$ cat src/particle_to_grid_face_average_macros.svh
// assertion macros shared by the particle-to-grid face average rtl
`ifndef PARTICLE_TO_GRID_FACE_AVERAGE_MACROS_SVH
`define PARTICLE_TO_GRID_FACE_AVERAGE_MACROS_SVH

// same-cycle implication, clocked on clk, off while arst_n is low
`define P2G_ASSERT_IMPL(lbl, ante, cons) \
	lbl: assert property (@(posedge clk) disable iff (!arst_n) (ante) |-> (cons)) \
		else $error("p2g same-cycle check failed");

// next-cycle implication, clocked on clk, off while arst_n is low
`define P2G_ASSERT_NEXT(lbl, ante, cons) \
	lbl: assert property (@(posedge clk) disable iff (!arst_n) (ante) |=> (cons)) \
		else $error("p2g next-cycle check failed");

`endif

$ cat src/p2g_pkg.sv
// shared constants, types and codes of the particle-to-grid face average block
`default_nettype none
package p2g_pkg;

	localparam int MAX_COLS      = 64;
	localparam int MAX_ROWS      = 64;
	localparam int POS_FRAC_BITS = 8;

	localparam int XFACES  = (MAX_COLS + 1) * MAX_ROWS;
	localparam int YFACES  = MAX_COLS * (MAX_ROWS + 1);
	localparam int FACES   = (XFACES > YFACES) ? XFACES : YFACES;
	localparam int ADDR_W  = $clog2(FACES);

	localparam int SIZE_W  = 7;
	localparam int POS_W   = 16;
	localparam int VEL_W   = 16;
	localparam int AVG_W   = 16;
	localparam int SUM_W   = 28;
	localparam int CNT_W   = 12;
	localparam int REQ_W   = 2;
	localparam int CRAW_W  = POS_W - 1 - POS_FRAC_BITS;
	localparam int CMP_W   = (CRAW_W > SIZE_W) ? CRAW_W : SIZE_W;
	localparam int CTR_W   = SIZE_W + POS_FRAC_BITS + 1;

	localparam int IN_FIELDS_W = 2 * POS_W + 2 * VEL_W + 1 + 2 * SIZE_W;
	localparam int IN_DATA_W   = ((IN_FIELDS_W + 7) / 8) * 8;
	localparam int OUT_DATA_W  = ((AVG_W + CNT_W + 7) / 8) * 8;

	localparam logic [CNT_W-1:0] COUNT_MAX = '1;

	localparam int DIV_STEPS = SUM_W;
	localparam int DIV_CNT_W = $clog2(DIV_STEPS + 1);

	localparam logic [REQ_W-1:0] REQ_DEPOSIT = 2'd0;
	localparam logic [REQ_W-1:0] REQ_READ    = 2'd1;
	localparam logic [REQ_W-1:0] REQ_CLEAR   = 2'd2;

	localparam logic CFG_GRID_COLS = 1'b0;
	localparam logic CFG_GRID_ROWS = 1'b1;

	typedef struct packed {
		logic [CNT_W-1:0]        count;
		logic signed [SUM_W-1:0] sum;
	} face_t;

	localparam int FACE_W = $bits(face_t);

	typedef struct packed {
		logic             start;
		logic [SUM_W-1:0] dividend;
		logic [CNT_W-1:0] divisor;
	} div_req_t;

	typedef struct packed {
		logic             busy;
		logic             done;
		logic [SUM_W-1:0] quotient;
	} div_rsp_t;

endpackage
`default_nettype wire

$ cat src/p2g_div.sv
// restoring unsigned divider, one quotient bit per cycle
`default_nettype none
module p2g_div (
	input  logic               clk,
	input  logic               arst_n,
	input  p2g_pkg::div_req_t  req,
	output p2g_pkg::div_rsp_t  rsp
);

	logic                          busy_q;
	logic                          done_q;
	logic [p2g_pkg::DIV_CNT_W-1:0] step_q;
	logic [p2g_pkg::CNT_W-1:0]     rem_q;
	logic [p2g_pkg::SUM_W-1:0]     quo_q;
	logic [p2g_pkg::CNT_W-1:0]     dvs_q;

	logic [p2g_pkg::CNT_W:0]       shifted;
	logic [p2g_pkg::CNT_W+1:0]     trial;
	logic                          fits;

	// shift next dividend bit into the remainder and try a subtract
	always_comb begin
		shifted = {rem_q, quo_q[p2g_pkg::SUM_W-1]};
		trial   = {1'b0, shifted} - {2'b00, dvs_q};
		fits    = !trial[p2g_pkg::CNT_W+1];
	end

	always_ff @(posedge clk or negedge arst_n) begin
		if (!arst_n) begin
			busy_q <= 1'b0;
			done_q <= 1'b0;
			step_q <= '0;
		end else begin
			done_q <= 1'b0;
			if (req.start) begin
				busy_q <= 1'b1;
				step_q <= '0;
			end else if (busy_q) begin
				step_q <= step_q + 1'b1;
				if (step_q == p2g_pkg::DIV_CNT_W'(p2g_pkg::DIV_STEPS - 1)) begin
					busy_q <= 1'b0;
					done_q <= 1'b1;
				end
			end
		end
	end

	always_ff @(posedge clk) begin
		if (req.start) begin
			rem_q <= '0;
			quo_q <= req.dividend;
			dvs_q <= req.divisor;
		end else if (busy_q) begin
			rem_q <= fits ? trial[p2g_pkg::CNT_W-1:0] : shifted[p2g_pkg::CNT_W-1:0];
			quo_q <= {quo_q[p2g_pkg::SUM_W-2:0], fits};
		end
	end

	assign rsp.busy     = busy_q;
	assign rsp.done     = done_q;
	assign rsp.quotient = quo_q;

endmodule
`default_nettype wire

$ cat config.mk
export PLATFORM = sky130hd
export DESIGN_NAME = p2g_div
export DESIGN_NICKNAME = d
export VERILOG_FILES = /design/src/particle_to_grid_face_average_macros.svh /design/src/p2g_pkg.sv /design/src/p2g_div.sv
export SDC_FILE = /design/constraint.sdc
export NUM_CORES = 1
export LEC_CHECK = 0
export BUFFER_PORTS_ARGS = -buffer_cell sky130_fd_sc_hd__buf_2
export CORE_MARGIN = 3
export CORE_UTILIZATION = 30
export CTS_CLUSTER_SIZE = 16
export DETAILED_ROUTE_END_ITERATION = 10
export HOLD_SLACK_MARGIN = 0.12
export PLACE_DENSITY = 0.58
export SLEW_MARGIN = 15
export SYNTH_ARGS = -nofsm -noshare
export SYNTH_HDL_FRONTEND = slang
export SYNTH_SLANG_ARGS = --single-unit
$ cat constraint.sdc
create_clock -name clk -period 6.41 [get_ports clk]
set_input_delay 0.3205 -clock clk [delete_from_list [all_inputs] [get_ports clk]]
set_output_delay 0.3205 -clock clk [all_outputs]
set_load 0.01 [all_outputs]
==> results_dict.tcl <==
set metrics [dict create \
    antenna_found_initial 0 \
    firstDrtPassIters 4 \
    first_iter_violations 131 \
    final_core_util_pct 38.7 \
    criticalPathCategory "reg -> reg" \
    cts_buffers 9 \
    synth_area_per_cell_um2 12.1 \
    cp-startpoint "dvs_q[6]$_DFFE_PP_" \
    max_cap_violations 0 \
    hold_viol 0 \
    worst_slew_pin_slew_ns 1.07 \
    cp_top_family "compound AO/OA/AOI/OAI gates" \
    path_max_fanout 17 \
    slowest_delay_ns 0.47 \
    yosys_warnings 0 \
    grt-ovfl-total 0 \
    syn_inst 250 \
    ys_ff_latch 59 \
    clk_pin_slew_worst_paths_ns 0.07 \
    p_leak_nw 1.62 \
    cts-root-buf "clkbuf_8" \
    fin_skew_ns 0.00801 \
    synth-edff-count 40 \
    period_needed_ns 2.38 \
    row_count 35 \
    cts.sinks 59 \
    drive_above_1_share_pct 37.0 \
    cp.arrival_ns 2.64 \
    worst_ep_required_time_ns 6.67 \
    slew_violations 0 \
    fillerInstances 947 \
    area_growth_pct 21.8 \
    finalCritPeriodShare_pct 37.2 \
    avgRoutedWirePerCell_um 13.6 \
    worst-path-buf-inv 1 \
    core_area_mm2 0.00950 \
    finalPower_w 0.000865 \
    final_cells 459 \
    status "complete, no violations" \
    finalSetupTns_ns 0 \
    yosys.cell_types.count 48 \
    drc 0 \
    hold_ws_ns 0.152 \
    hold-path-cell-count 1 \
    rsz0062_at_grt "no" \
    synthArstFlopShare_pct 11.9 \
    io_buffers 72 \
    vdd_drop_max_mv 0.117 \
    mostFrequentLayoutCells "buf_2, edfxtp_1, mux2_2" \
    min_from "req[5]" \
    hpwl_um 4190 \
    grt_pass1_wl_um 10300 \
    start_kind "flop" \
    place_congestion 0.768 \
    placed_cells 442 \
    timing.rr.start "dvs_q[6]$_DFFE_PP_" \
    setup_viol 0 \
    ant_nets 0 \
    cts_max_level 3 \
    drt_wl_total_um 6260 \
    r2r-end "rem_q[0]$_SDFFE_PP0P_" \
    clockBufferDepth 2 \
    layout_commonest_cell "buf_2" \
    dieArea_mm2 0.0113 \
    netlist_area_mm2 0.00302 \
    dieHeight_um 106 \
    ioPinCount 73 \
    via_count 2148 \
    hold_path_class "in -> reg" \
    final_nets 382 \
    start_util_pct 31.8 \
    ys_seq_area_share_pct 53.5 \
    critPathCaptureType "flop" \
    crit_path_top_delay_cell "o21ai_4" \
    hold_end "dvs_q[5]$_DFFE_PP_" \
    fmax_mhz 420 \
    grtUsageTotal_pct 11.4 \
    synth_nets 307 \
    synth_flop_cell "edfxtp_1" \
    rrSetupSlack_ns 4.03 \
    worstSkewPairLatency_ns 0.34 \
    die_width_um 106 \
    grt_max_degree 63 \
    relSlewSlack_pct 28.4 \
    antennaDiodeCount 0 \
    reg2reg_depth 8 \
    grt_pass1_vias 2171 \
    cts_tree "done" \
    post_cts_buffers 0 \
    cp_cell_sequence "inv_1, ha_1, a21o_1, o211ai_2, a21oi_4, o21ai_4, mux2_1, a211oi_1" \
    p_per_area_mw_per_mm2 235 \
    routed_via_density 4.68 \
]
metal layers:
layer | GRT usage (%) | vias up | wire length, µm
met5 | 0 | - | 0
met4 | 4.72 | 0 | 46
met3 | 4.68 | 5 | 520
met2 | 16.0 | 78 | 2650
met1 | 15.4 | 1002 | 3040
li1 | - | 1063 | -
registers in the layout (all words and copies together) (netlist names):
| register | flops |
|---|---|
| dvs_q | 12 |
| done_q | 1 |
| busy_q | 1 |
| quo_q | 28 |
| rem_q | 12 |
| step_q | 5 |
kinds of logic after synthesis:
kind of cell             synth area share (%)
adder cells (fa/ha/maj)                  6.05
buffers and inverters                    3.85
AND/OR/NAND/NOR                          10.0
XOR/XNOR                                 2.32
AO/OA/AOI/OAI                            10.8
multiplexers                             13.4
flip-flops                               53.5
timing repair:
action                    in CTS  in global routing
gates resized for setup        0                  0
hold endpoints to repair       7                  0
hold buffers                   1                  0
power by group:
group	leakage, nW	internal (W)	switching [W]	total, W
combinational	0.943	0.0000604	0.0000575	0.000118
clock	0.0787	0.000138	0.000157	0.000295
sequential	0.603	0.000438	0.0000143	0.000452
cells in the mapped netlist, types with 2 or more instances:
master | count | area share, %
o21a_1 | 3 | 0.75
or3_1 | 3 | 0.62
nand4_1 | 2 | 0.41
xnor2_1 | 5 | 1.5
xor2_1 | 3 | 0.87
a211oi_1 | 9 | 2.2
edfxtp_1 | 40 | 40
nand2b_1 | 2 | 0.41
nor3_1 | 4 | 0.66
clkbuf_1 | 3 | 0.37
nor2b_1 | 3 | 0.62
dfrtp_1 | 7 | 5.8
nor2_1 | 26 | 3.2
o21bai_1 | 2 | 0.50
nand2_1 | 11 | 1.4
buf_1 | 5 | 0.62
nand4b_1 | 2 | 0.58
nor4_1 | 2 | 0.41
inv_1 | 16 | 2.0
dfxtp_1 | 12 | 8.0
ha_1 | 13 | 5.4
a21oi_1 | 8 | 1.3
mux2_2 | 27 | 10
buf_4 | 2 | 0.50
a21o_1 | 5 | 1.2
o21ai_0 | 5 | 0.83
mux2i_1 | 9 | 3.0
final cells by class:
class	count	area [µm²]	area share (%)
inverter	16	60.1	1.63
multi-input combinational	164	1290	35.0
timing repair buffer	75	385	10.5
clock inverter	7	45.0	1.22
sequential	59	1620	43.9
clock buffer	9	124	3.37
tap	129	161	4.39
how the worst max path moves through the flow:
stage                                 end  slack [ns]  cells past startpoint
floorplan           rem_q[6]$_SDFFE_PP0P_        4.36                      9
global placement      quo_q[21]$_DFFE_PP_        4.09                      4
detailed placement    quo_q[20]$_DFFE_PP_        3.99                      4
CTS                 rem_q[0]$_SDFFE_PP0P_        4.02                      8
global route        rem_q[0]$_SDFFE_PP0P_        3.87                      8
finish              rem_q[0]$_SDFFE_PP0P_        4.03                      8
per-stage QoR:
| step | setup slack, ns | area, µm² |
|---|---|---|
| floorplan | 4.36 | 3020 |
| global placement | 4.09 | 3500 |
| detailed placement | 3.99 | 3500 |
| CTS | 4.02 | 3680 |
| global route | 3.87 | 3680 |
| finish | 4.03 | 3680 |
(Power assumes the default switching activity.)
